$ cat src/shared_double_stack_assert.svh
// Assertion macros shared by the files of the double stack.
`ifndef SHARED_DOUBLE_STACK_ASSERT_SVH
`define SHARED_DOUBLE_STACK_ASSERT_SVH

`ifndef SYNTHESIS
// Checks that a property holds at every rising clock edge outside reset.
`define SDS_ASSERT(name, prop, msg) \
   name: assert property (@(posedge clock) disable iff (reset) prop) else $error(msg);
// Checks that a condition never comes true outside reset.
`define SDS_ASSERT_NEVER(name, cond, msg) \
   name: assert property (@(posedge clock) disable iff (reset) !(cond)) else $error(msg);
`else
`define SDS_ASSERT(name, prop, msg)
`define SDS_ASSERT_NEVER(name, cond, msg)
`endif

`endif

$ cat src/sdstk_pkg.sv
package sdstk_pkg;

   // Storage geometry.
   localparam int DEPTH  = 32;
   localparam int ADDR_W = $clog2(DEPTH);
   localparam int CNT_W  = $clog2(DEPTH + 1);

   // Field widths of the items.
   localparam int DATA_W   = 32;
   localparam int FUNC_W   = 2;
   localparam int STATUS_W = 2;
   localparam int TOTAL_W  = 6;

   // Operation codes.
   localparam logic [FUNC_W-1:0] FUNC_PUSH  = 2'd0;
   localparam logic [FUNC_W-1:0] FUNC_POP   = 2'd1;
   localparam logic [FUNC_W-1:0] FUNC_CLEAR = 2'd2;

   // Status codes.
   localparam logic [STATUS_W-1:0] STATUS_OK    = 2'd0;
   localparam logic [STATUS_W-1:0] STATUS_FULL  = 2'd1;
   localparam logic [STATUS_W-1:0] STATUS_EMPTY = 2'd2;

   // Commands from the controller to the datapath.
   typedef struct packed {
      logic capture;
      logic execute;
      logic deliver;
   } cmd_type;

endpackage

$ cat src/sdstk_req_if.sv
interface sdstk_req_if;
   logic                                   valid;
   logic                                   ready;
   logic [sdstk_pkg::FUNC_W-1:0]           func;
   logic                                   stack_sel;
   logic signed [sdstk_pkg::DATA_W-1:0]    push_value;

   modport source (output valid, output func, output stack_sel, output push_value,
                   input ready);
   modport sink (input valid, input func, input stack_sel, input push_value,
                 output ready);
endinterface

$ cat src/sdstk_rsp_if.sv
interface sdstk_rsp_if;
   logic                                   valid;
   logic                                   ready;
   logic signed [sdstk_pkg::DATA_W-1:0]    pop_value;
   logic [sdstk_pkg::STATUS_W-1:0]         status;
   logic [sdstk_pkg::TOTAL_W-1:0]          total_length;
   logic                                   all_empty;

   modport source (output valid, output pop_value, output status, output total_length,
                   output all_empty, input ready);
   modport sink (input valid, input pop_value, input status, input total_length,
                 input all_empty, output ready);
endinterface

$ cat src/shared_double_stack.sv
// Two LIFO stacks kept in one memory: stack 0 grows up from the bottom entry,
// stack 1 grows down from the top entry.
// The request channel carries one operation per item: push, pop or clear,
// the selected stack and the value to push. The response channel returns one
// item per request with the popped value, a status, the total element count
// and an all-empty flag, all taken after the operation.
// A request is captured in state IDLE, the memory access happens in state EXEC,
// and the result is loaded into the output register in state LOAD once that
// register is free; the response is valid once the result has been loaded.
// The block takes no new request until the previous one has left state LOAD,
// since the controller accepts a request only in state IDLE.
// A result may wait in the output register while the next request is taken;
// if the receiver still holds off when that next result is ready, the block
// waits and takes no further request.
// Reset clears both stack counts and the handshake state; the memory itself
// is not cleared and holds no valid data until written.
`include "shared_double_stack_assert.svh"

module shared_double_stack (
   input logic         clock,
   input logic         reset,
   sdstk_req_if.sink   req_ch,
   sdstk_rsp_if.source rsp_ch
);

   sdstk_pkg::cmd_type cmd;

   // Control.
   sdstk_ctrl u_ctrl (
      .clock     (clock),
      .reset     (reset),
      .req_valid (req_ch.valid),
      .req_ready (req_ch.ready),
      .rsp_valid (rsp_ch.valid),
      .rsp_ready (rsp_ch.ready),
      .cmd       (cmd)
   );

   // Storage, counts and result register.
   sdstk_datapath u_datapath (
      .clock        (clock),
      .reset        (reset),
      .cmd          (cmd),
      .func         (req_ch.func),
      .stack_sel    (req_ch.stack_sel),
      .push_value   (req_ch.push_value),
      .pop_value    (rsp_ch.pop_value),
      .status       (rsp_ch.status),
      .total_length (rsp_ch.total_length),
      .all_empty    (rsp_ch.all_empty)
   );

   // Only one item is in flight between capture and result load.
   `SDS_ASSERT(a_one_in_flight, (req_ch.valid && req_ch.ready) |=> !req_ch.ready, "item accepted while busy")
   // A response appears only after the datapath loaded a result.
   `SDS_ASSERT(a_rsp_after_load, $rose(rsp_ch.valid) |-> $past(cmd.deliver), "response without result load")
   // The two stacks never hold more than the memory depth.
   `SDS_ASSERT_NEVER(a_no_overflow, rsp_ch.valid && (rsp_ch.total_length > sdstk_pkg::TOTAL_W'(sdstk_pkg::DEPTH)), "element count above depth")
   // The all-empty flag agrees with the element count.
   `SDS_ASSERT(a_empty_flag, rsp_ch.valid |-> (rsp_ch.all_empty == (rsp_ch.total_length == '0)), "all-empty flag disagrees with count")

endmodule

$ cat src/sdstk_ram.sv
module sdstk_ram #(
   parameter int WIDTH = 32,
   parameter int DEPTH = 32
) (
   input  logic                     clock,
   input  logic                     wr_en,
   input  logic                     rd_en,
   input  logic [$clog2(DEPTH)-1:0] addr,
   input  logic [WIDTH-1:0]         wr_data,
   output logic [WIDTH-1:0]         rd_data
);

   logic [WIDTH-1:0] mem [DEPTH];
   logic [WIDTH-1:0] rd_data_ff;

   // Single port: one write or one registered read per cycle.
   always_ff @(posedge clock) begin
      if (wr_en) begin
         mem[addr] <= wr_data;
      end
      if (rd_en) begin
         rd_data_ff <= mem[addr];
      end
   end

   assign rd_data = rd_data_ff;

endmodule

$ cat src/sdstk_datapath.sv
module sdstk_datapath (
   input  logic                                 clock,
   input  logic                                 reset,
   input  sdstk_pkg::cmd_type                   cmd,
   input  logic [sdstk_pkg::FUNC_W-1:0]         func,
   input  logic                                 stack_sel,
   input  logic signed [sdstk_pkg::DATA_W-1:0]  push_value,
   output logic signed [sdstk_pkg::DATA_W-1:0]  pop_value,
   output logic [sdstk_pkg::STATUS_W-1:0]       status,
   output logic [sdstk_pkg::TOTAL_W-1:0]        total_length,
   output logic                                 all_empty
);

   localparam int CNT_W  = sdstk_pkg::CNT_W;
   localparam int ADDR_W = sdstk_pkg::ADDR_W;
   localparam int DATA_W = sdstk_pkg::DATA_W;

   // Captured item.
   logic [sdstk_pkg::FUNC_W-1:0] func_ff;
   logic                         sel_ff;
   logic [DATA_W-1:0]            value_ff;

   // Stack counts.
   logic [CNT_W-1:0] low_cnt_ff, low_cnt_in;
   logic [CNT_W-1:0] high_cnt_ff, high_cnt_in;

   // Outcome of the operation, held until the result is built.
   logic [sdstk_pkg::STATUS_W-1:0] status_ff, status_in;
   logic                           pop_ok_ff, pop_ok_in;

   // Result register.
   logic [DATA_W-1:0]              rsp_value_ff;
   logic [sdstk_pkg::STATUS_W-1:0] rsp_status_ff;
   logic [sdstk_pkg::TOTAL_W-1:0]  rsp_total_ff;
   logic                           rsp_empty_ff;

   // Memory port.
   logic              wr_en, rd_en;
   logic [ADDR_W-1:0] addr;
   logic [DATA_W-1:0] rd_data;

   // Address and count arithmetic.
   logic [CNT_W:0]   sum_cnt;
   logic             full;
   logic [CNT_W-1:0] low_dec, high_dec;
   logic [CNT_W-1:0] high_push_idx, high_pop_idx;
   logic [CNT_W-1:0] total;

   assign sum_cnt       = {1'b0, low_cnt_ff} + {1'b0, high_cnt_ff};
   assign full          = sum_cnt >= (CNT_W + 1)'(sdstk_pkg::DEPTH);
   assign low_dec       = low_cnt_ff - 1'b1;
   assign high_dec      = high_cnt_ff - 1'b1;
   assign high_push_idx = CNT_W'(sdstk_pkg::DEPTH - 1) - high_cnt_ff;
   assign high_pop_idx  = CNT_W'(sdstk_pkg::DEPTH) - high_cnt_ff;
   assign total         = low_cnt_ff + high_cnt_ff;

   // Capture the accepted item.
   always_ff @(posedge clock) begin
      if (cmd.capture) begin
         func_ff  <= func;
         sel_ff   <= stack_sel;
         value_ff <= push_value;
      end
   end

   // Carry out the operation: at most one memory access and the count update.
   always_comb begin
      low_cnt_in  = low_cnt_ff;
      high_cnt_in = high_cnt_ff;
      status_in   = status_ff;
      pop_ok_in   = pop_ok_ff;
      wr_en       = 1'b0;
      rd_en       = 1'b0;
      addr        = '0;
      if (cmd.execute) begin
         status_in = sdstk_pkg::STATUS_OK;
         pop_ok_in = 1'b0;
         unique case (func_ff)
            sdstk_pkg::FUNC_PUSH: begin
               if (full) begin
                  status_in = sdstk_pkg::STATUS_FULL;
               end else if (!sel_ff) begin
                  wr_en      = 1'b1;
                  addr       = low_cnt_ff[ADDR_W-1:0];
                  low_cnt_in = low_cnt_ff + 1'b1;
               end else begin
                  wr_en       = 1'b1;
                  addr        = high_push_idx[ADDR_W-1:0];
                  high_cnt_in = high_cnt_ff + 1'b1;
               end
            end
            sdstk_pkg::FUNC_POP: begin
               if (!sel_ff) begin
                  if (low_cnt_ff == '0) begin
                     status_in = sdstk_pkg::STATUS_EMPTY;
                  end else begin
                     rd_en      = 1'b1;
                     pop_ok_in  = 1'b1;
                     addr       = low_dec[ADDR_W-1:0];
                     low_cnt_in = low_dec;
                  end
               end else begin
                  if (high_cnt_ff == '0) begin
                     status_in = sdstk_pkg::STATUS_EMPTY;
                  end else begin
                     rd_en       = 1'b1;
                     pop_ok_in   = 1'b1;
                     addr        = high_pop_idx[ADDR_W-1:0];
                     high_cnt_in = high_dec;
                  end
               end
            end
            sdstk_pkg::FUNC_CLEAR: begin
               low_cnt_in  = '0;
               high_cnt_in = '0;
            end
            default: begin
               // Unused code: nothing changes.
            end
         endcase
      end
   end

   always_ff @(posedge clock) begin
      if (reset) begin
         low_cnt_ff  <= '0;
         high_cnt_ff <= '0;
      end else begin
         low_cnt_ff  <= low_cnt_in;
         high_cnt_ff <= high_cnt_in;
      end
   end

   always_ff @(posedge clock) begin
      status_ff <= status_in;
      pop_ok_ff <= pop_ok_in;
   end

   // Element storage shared by both stacks.
   sdstk_ram #(
      .WIDTH (DATA_W),
      .DEPTH (sdstk_pkg::DEPTH)
   ) u_ram (
      .clock   (clock),
      .wr_en   (wr_en),
      .rd_en   (rd_en),
      .addr    (addr),
      .wr_data (value_ff),
      .rd_data (rd_data)
   );

   // Build the result from the counts after the operation.
   always_ff @(posedge clock) begin
      if (cmd.deliver) begin
         rsp_value_ff  <= pop_ok_ff ? rd_data : '0;
         rsp_status_ff <= status_ff;
         rsp_total_ff  <= sdstk_pkg::TOTAL_W'(total);
         rsp_empty_ff  <= (total == '0);
      end
   end

   assign pop_value    = rsp_value_ff;
   assign status       = rsp_status_ff;
   assign total_length = rsp_total_ff;
   assign all_empty    = rsp_empty_ff;

endmodule

$ cat src/sdstk_ctrl.sv
module sdstk_ctrl (
   input  logic               clock,
   input  logic               reset,
   input  logic               req_valid,
   output logic               req_ready,
   output logic               rsp_valid,
   input  logic               rsp_ready,
   output sdstk_pkg::cmd_type cmd
);

   localparam logic [1:0] ST_IDLE = 2'd0;
   localparam logic [1:0] ST_EXEC = 2'd1;
   localparam logic [1:0] ST_LOAD = 2'd2;

   logic [1:0] state_ff, state_in;
   logic       rsp_valid_ff, rsp_valid_in;
   logic       out_free;

   // The result register can take a new item when empty or being drained.
   assign out_free  = !rsp_valid_ff || rsp_ready;
   assign req_ready = (state_ff == ST_IDLE);

   // Sequencing of one item: capture, execute, load the result.
   always_comb begin
      state_in    = state_ff;
      cmd.capture = 1'b0;
      cmd.execute = 1'b0;
      cmd.deliver = 1'b0;
      unique case (state_ff)
         ST_IDLE: begin
            if (req_valid) begin
               cmd.capture = 1'b1;
               state_in    = ST_EXEC;
            end
         end
         ST_EXEC: begin
            cmd.execute = 1'b1;
            state_in    = ST_LOAD;
         end
         ST_LOAD: begin
            if (out_free) begin
               cmd.deliver = 1'b1;
               state_in    = ST_IDLE;
            end
         end
         default: begin
            state_in = ST_IDLE;
         end
      endcase
   end

   // Result valid flag.
   always_comb begin
      rsp_valid_in = rsp_valid_ff;
      if (rsp_valid_ff && rsp_ready) begin
         rsp_valid_in = 1'b0;
      end
      if (cmd.deliver) begin
         rsp_valid_in = 1'b1;
      end
   end

   always_ff @(posedge clock) begin
      if (reset) begin
         state_ff     <= ST_IDLE;
         rsp_valid_ff <= 1'b0;
      end else begin
         state_ff     <= state_in;
         rsp_valid_ff <= rsp_valid_in;
      end
   end

   assign rsp_valid = rsp_valid_ff;

endmodule

$ cat src/flat_wrapper.sv
// flat-port wrapper written by rule: the top's interface ports become plain ports
module shared_double_stack_flat 
  (clock, reset, req_ch_valid, req_ch_func, req_ch_stack_sel, req_ch_push_value, req_ch_ready, rsp_ch_valid, rsp_ch_pop_value, rsp_ch_status, rsp_ch_total_length, rsp_ch_all_empty, rsp_ch_ready);
  sdstk_req_if req_ch_i ();
  sdstk_rsp_if rsp_ch_i ();
  input logic clock;
  input logic reset;
  input wire logic [$bits(req_ch_i.valid)-1:0] req_ch_valid;
  input wire logic [$bits(req_ch_i.func)-1:0] req_ch_func;
  input wire logic [$bits(req_ch_i.stack_sel)-1:0] req_ch_stack_sel;
  input wire logic [$bits(req_ch_i.push_value)-1:0] req_ch_push_value;
  output wire logic [$bits(req_ch_i.ready)-1:0] req_ch_ready;
  output wire logic [$bits(rsp_ch_i.valid)-1:0] rsp_ch_valid;
  output wire logic [$bits(rsp_ch_i.pop_value)-1:0] rsp_ch_pop_value;
  output wire logic [$bits(rsp_ch_i.status)-1:0] rsp_ch_status;
  output wire logic [$bits(rsp_ch_i.total_length)-1:0] rsp_ch_total_length;
  output wire logic [$bits(rsp_ch_i.all_empty)-1:0] rsp_ch_all_empty;
  input wire logic [$bits(rsp_ch_i.ready)-1:0] rsp_ch_ready;
  assign req_ch_i.valid = req_ch_valid;
  assign req_ch_i.func = req_ch_func;
  assign req_ch_i.stack_sel = req_ch_stack_sel;
  assign req_ch_i.push_value = req_ch_push_value;
  assign req_ch_ready = req_ch_i.ready;
  assign rsp_ch_valid = rsp_ch_i.valid;
  assign rsp_ch_pop_value = rsp_ch_i.pop_value;
  assign rsp_ch_status = rsp_ch_i.status;
  assign rsp_ch_total_length = rsp_ch_i.total_length;
  assign rsp_ch_all_empty = rsp_ch_i.all_empty;
  assign rsp_ch_i.ready = rsp_ch_ready;
  shared_double_stack u_core (.clock(clock), .reset(reset), .req_ch(req_ch_i), .rsp_ch(rsp_ch_i));
endmodule
$ cat config.mk
export PLATFORM = sky130hd
export DESIGN_NAME = shared_double_stack_flat
export DESIGN_NICKNAME = d
export VERILOG_FILES = /design/src/sdstk_pkg.sv /design/src/sdstk_req_if.sv /design/src/sdstk_rsp_if.sv /design/src/shared_double_stack.sv /design/src/sdstk_ram.sv /design/src/sdstk_datapath.sv /design/src/sdstk_ctrl.sv /design/src/flat_wrapper.sv
export VERILOG_INCLUDE_DIRS = /design/src /design/src/src
export SDC_FILE = /design/constraint.sdc
export NUM_CORES = 1
export LEC_CHECK = 0
export ABC_AREA = 1
export BUFFER_PORTS_ARGS = -buffer_cell sky130_fd_sc_hd__buf_2
export CORE_ASPECT_RATIO = 1.4
export CORE_MARGIN = 2
export CORE_UTILIZATION = 33
export DETAILED_ROUTE_END_ITERATION = 6
export GPL_TIMING_DRIVEN = 0
export PLACE_DENSITY = 0.45
export SLEW_MARGIN = 20
export SYNTH_ARGS = -nofsm -noshare
export SYNTH_HDL_FRONTEND = slang
export SYNTH_SLANG_ARGS = --single-unit
$ cat constraint.sdc
create_clock -name clock -period 7.56 [get_ports clock]
set_clock_uncertainty 0.15 [all_clocks]
set_input_delay 1.512 -clock clock [delete_from_list [all_inputs] [get_ports clock]]
set_output_delay 1.512 -clock clock [all_outputs]
set_load 0.02 [all_outputs]
* Word level (Yosys, flattened, before mapping)
Memories as Yosys holds them, arrays and structs flattened. A register that Yosys moved wholly into a read port is not among the register bits.
Cells that the tools add are included.
Widths: inputs -> output; s select.
** Operators by class
- $add $sub $neg :: 8
- Bitwise operators :: 0
- Shift operators :: 0
- Magnitude comparators :: 1
- Mux-type cells :: 42
- Divide/modulo/power cells :: 0
- Reduce and logical (&&, ||, !) cells :: 13
- Multiply operators :: 0
- Equal/unequal tests :: 13
** Operator list (number)
- $mux 6 :: 8
- $pmux 6 s3 :: 2
- $mux 5 :: 6
- $logic_not 6->1 :: 3
- $mux 1 :: 18
- $ne 2x2->1 const B :: 9
- $add 6x1->6 const B :: 2
- $reduce_and 6->1 :: 2
- $sub 6x1->6 const B :: 2
- $mux 2 :: 5
- $pmux 5 s2 :: 1
- $add 6x6->7 :: 1
- $ge 7x6->1 const B :: 1
- $add 6x6->6 :: 1
- $pmux 2 s3 :: 1
- $sub 1x5->5 const A :: 1
- $sub 5x5->5 const A :: 1
- $eq 2x1->1 const B :: 2
- $eq 2x2->1 const B :: 2
- $logic_not 2->1 :: 2
- $pmux 2 s2 :: 1
- $reduce_bool 3->1 :: 1
- $reduce_and 2->1 :: 1
- $reduce_bool 2->1 :: 1
- 3 further kinds :: 3
** Word-level totals
- Memories :: 1
- Bits in writable memories :: 1024
- ROM bits :: 0
- Logic and storage cells :: 91
- Output and inout port bits :: 43
- Bits of input ports :: 39
- Latch bits :: 0
- Register bits :: 94
** Memory list
- u_core.u_datapath.u_ram.mem :: depth 32, width 32, rd ports 1, clocked after Yosys merged registers in 1, write ports 1, line sdstk_ram.sv:13 : logic [WIDTH-1:0] mem [DEPTH];

* Longest topological paths before layout
- Word-level depth :: 7
- Gate-level depth with buffers :: 22
- Gate-level depth less buffers :: 20

* Hierarchy
From an unflattened synthesis, not the netlist that was laid out.
** Unflattened totals
- Cell total of the unflattened synthesis :: 4530
- Area total of the unflattened synthesis :: 47654.5 sq um
** By module, submodules not included
- sdstk_ram :: sequential area each 31710.4 sq um, times used 1, area each 43240.2 sq um, cells each 4091
- sdstk_datapath :: sequential area each 2612.5 sq um, times used 1, area each 4267.8 sq um, cells each 419
- sdstk_ctrl :: sequential area each 60.1 sq um, times used 1, area each 146.4 sq um, cells each 20

* Least setup slack after synthesis
Ideal clock, no wire load.
- Kind :: input to register
- From :: input port rsp_ch_ready
- To :: register u_core.u_datapath.rsp_empty_ff (netlist: u_core.u_datapath.all_empty), enable pin
- Arrival time :: 4.368 ns
- Path slack :: 2.551 ns
- Cell stages on the path :: 2
- Setup time :: 0.490 ns
- Cells stage by stage :: nor2_1 > nor3_1
** RTL lines
- from (decl) :: line flat_wrapper.sv:18 : input wire logic [$bits(rsp_ch_i.ready)-1:0] rsp_ch_ready;
- to (signal assigned) :: line sdstk_datapath.sv:158 : rsp_empty_ff <= (total == '0);
- to (decl) :: line sdstk_datapath.sv:35 : logic rsp_empty_ff;

* Worst setup path in the final report
- From :: register u_core.u_datapath.func_ff[1] (netlist bit)
- To :: memory u_core.u_datapath.u_ram.mem[29][10], enable pin
** On the way
- Longest elaborated chain between the ends :: 5
- Elaborated cells between the ends (all ways) :: 8
- Classes of those cells :: eq/ne: 1; mux: 6; reduce/logical: 1
** Ends and longest elaborated chain
- from (decl) :: line sdstk_datapath.sv:19 : logic [sdstk_pkg::FUNC_W-1:0] func_ff;
- from (signal assigned) :: line sdstk_datapath.sv:60 : func_ff <= func;
- $logic_not 2->1 :: line sdstk_datapath.sv:78 : unique case (func_ff)
- $mux 1 :: line sdstk_datapath.sv:78
- $mux 1 :: line sdstk_datapath.sv:75 : if (cmd.execute) begin
- $mux 1 :: line sdstk_ram.sv:18 : if (wr_en) begin
- $mux 1 (not written as such) :: line sdstk_ram.sv:19 : mem[addr] <= wr_data;
- to (decl) :: line sdstk_ram.sv:13
Parallel ways exist; a longest one is shown, timed or not.

==> results.md <==
* Via-per-instance ratio at between 4 and 5
* Horizontal die dimension at roughly 320 microns
* Final hold violation count at 0
* Yosys synthesis warning count at 0
* Most used cells in the layout excluding fill and tap cells: 1668 x nand2_1, 1135 x edfxtp_1, 163 x buf_2
* DPL Wire Length at between 100 and 150 mm
* Relative slew slack at 22.2%
* Most common cell after layout, fill and taps aside: nand2_1
* Post-CTS Repair Setup Buffers at 0
* Post-synthesis cell type with the largest combined area: edfxtp_1
* Global-route wire length before repair at 216 mm
* Most used routing layer in global routing: met2
* WP data required at between 7000 and 8000 ps
* Pin count of the biggest net entering global routing at 33
* Relative area change from synthesis to final layout at 19.7%
* CP cell instances: inv_1 -> ha_1 -> buf_2 -> nand3_1 -> o22ai_1 -> inv_1 -> a21oi_4 -> inv_2 -> nor2_1 -> buf_2 -> inv_1 -> nor2_4 -> buf_12 -> buf_16
* Unrepaired setup endpoints after global routing: no
* Cts hold-fix bufs at 0
* Violated checks: design-rule violations
* Category of the most critical setup path: reg2reg
* Worst Max-Slew Pin Slew at 1170 ps
* Top fanout value on the critical path at 13
* Sum of buffers and inverters on the critical path at 8
* Critical path's top delay family: buffers and inverters
* Worst supply voltage drop on vdd at approximately 180 uV
* Shortest period the worst path allows at around 5900 ps
* GRT met1 Usage at 26.1%
* Core utilization of the finished layout at roughly two fifths
* Detailed-route wire length at roughly 160 mm
* Routed length per instance at 27.3 microns
* Number of search-and-repair iterations in the first detailed-routing pass at 7
* Most frequent CP cell: inv_1
* Via total after detailed routing at between 20000 and 30000
* Number of routed nets with antenna violations at 0
* Static power due to leakage at 0.0195 uW
* Deepest level of the CTS H-tree at 3
* Delay of the slowest cell on the worst path at approximately 700 ps
* Post-synthesis cell area at approximately 45000 sq um
* GRT Overall Usage at a little under a quarter
* Cell types occupying the most area after synthesis: edfxtp_1 76%, nand2_1 14%, nand4_1 2.2%
* Cell area after placement at around 50000 sq um
* Timing-limited maximum frequency at 170 MHz
* Net Count, Synth at around 3600
* Clock tree from TritonCTS: built
* Total placed cells including tap cells at ~5500
* Final-layout fill cell count at about 13000
* DIE AREA at around 140000 sq um
* Total clock sinks at ~1200
* Design area at around 54000 sq um
* Number of nets at the end of the flow at 3943
* Initial antenna violation count at 3
* Initial Utilization at around a third
* Critical Path Source Type: flip-flop
* Power per standard cell area at roughly 250 nW/um^2
* Number of gates resized after cts at 0
* Top cell type's share of synthesized area at ~76%
* Critical Path Sink Type: flip-flop
* Sequential element share of the synthesized area at between 70% and 80%
* Violation count after the first detailed-route iteration at 2517
* Layout cell share with drive strength beyond 1 at 13.6%
* Total of buffers placed on input and output ports at 80
* Gpl congestion at 0.821
* Clock insertion delay at the later pin of the skew report at approximately 760 ps
* Synth cell types at 40
* Crit-path slowest cell: nor2_4
* Max-slew violation count at 0
* Max-Cap Viols at 0
* Drt drc at 1
* Final clock period utilization by the worst path at 77.8%
* Crit path arrival time at roughly 6200 ps
* Vias in the first global route at between 20000 and 30000
* Synthesis-stage register bit count at between 1000 and 1500
* Clock Tree Buf Depth at 3
* Met2 global-route usage at 41.3%
* Vertical die dimension at 440 microns
* Average cell area after synthesis at between 10 and 15 sq um
* I/O pin total at ~80
* Core Area at around 140000 sq um
* Cells after synthesis at roughly 3600
* Number of setup violations in the final report at 0
* Worst-path clk slew at 60 ps
* Cell Rows at 160
* Tightest Hold Check Type: reg2reg
* Outcome: finished, violations left
* Met3 usage in global routing at approximately 2.6%
* Clock tree root buffer cell: clkbuf_16
* Overflow left after global routing at 0
* Total CTS buffers at between 100 and 150
* Post-Layout Cell Count at 5763
## cell type report
type	instances	area, sq um	area share [%]
diodes	2	5.00	0.00933
plain buffers	149	858	1.60
clock buffers	140	2990	5.58
clock inverters	72	653	1.22
inverters	85	319	0.595
multi-input cells	2190	9540	17.8
flip-flops and latches	1150	34400	64.1
well taps	1782	2230	4.16
repair buffers	193	2660	4.96
## layer usage
layer	part of all wire (%)	up-vias
met1	38	14400
met5	0	-
met2	53	851
met4	4.8	0
met3	4.5	246
li1	-	13000
## cell usage after synthesis
cell type and instances:
inv_2 4, nand3_1 58, nor2_1 121, o211a_1 1, nor2_4 1, buf_2 82, nor2_8 1, a21oi_2 1
xnor2_1 5, edfxtp_1 1135, o21ai_0 29, buf_4 23, nor4_1 1, fa_1 2, a21oi_4 1, or2_2 2
o21bai_1 1, buf_1 7, a22oi_1 1, nor3_1 7, clkbuf_1 24, buf_6 13, nand2_1 1668, o21a_1 2
nor3b_1 1, nand2_2 5, o21ai_1 54, ha_1 18, nand3b_1 1, a32o_1 1, nand4_1 160, inv_1 81
xor2_1 8, dfxtp_1 15, a211oi_1 8, nand2_4 3, nand4_4 1, o22ai_1 2, a21oi_1 22, nor2_2 4
## path summary, 6_finish.rpt
check	startpoint	end	slack [ps]	depth (start not counted)
min reg2reg	u_core.u_datapath.status_ff[0]$_DFFE_PN_	u_core.u_datapath.status[0]$_DFFE_PP_	270	0
min	u_core.u_datapath.status_ff[0]$_DFFE_PN_	u_core.u_datapath.status[0]$_DFFE_PP_	270	0
max reg2reg	u_core.u_datapath.func_ff[1]$_DFFE_PP_	u_core.u_datapath.u_ram.mem[29][10]$_DFFE_PP_	1680	14
max	u_core.u_datapath.func_ff[1]$_DFFE_PP_	u_core.u_datapath.u_ram.mem[29][10]$_DFFE_PP_	1680	14
## cells by family (layout without fill, tap and decap cells)
family                     count (synthesis)  in the layout  share of synthesized area (%)
and+or+nand+nor                         2034           2034                           18.3
DFF                                     1150           1150                           76.7
buffers and inverters                    234            639                           2.60
AOI/OAI and AO/OA                        123            123                           1.50
adders and majority gates                 20             20                          0.592
xor gates and xnor gates                  13             13                          0.254
other                                      0              2                              0
## state kept, by name, indices dropped and copies added, names as in the netlist, 6 cells and up
register                         cells
u_core.u_datapath.high_cnt_ff        6
u_core.u_datapath.low_cnt_ff         6
u_core.u_datapath.pop_value         32
u_core.u_datapath.total_length       6
u_core.u_datapath.u_ram.mem       1024
u_core.u_datapath.u_ram.rd_data     32
u_core.u_datapath.value_ff          32
## report_power, final
group | total [uW] | switching [uW] | internal [uW]
logic | 558 | 401 | 157
registers | 7120 | 66.4 | 7060
clock network | 5630 | 2510 | 3120
total | 13300 | 2980 | 10300
## per-stage QoR
stage / total power [uW] / setup TNS, ps / setup WS (ps) / hold slack, ps
6_report: 13300 / 0 / 1680 / 269
5_1_grt: 13700 / 0 / 1540 / 281
4_1_cts: 13400 / 0 / 1690 / 273
3_5_place_dp: 7820 / 0 / 1720 / 258
3_3_place_gp: 7780 / -1046400 / -1890 / 256
2_1_floorplan: 7510 / 0 / 2550 / 250
No activity file was read; power rests on OpenSTA's default activity.
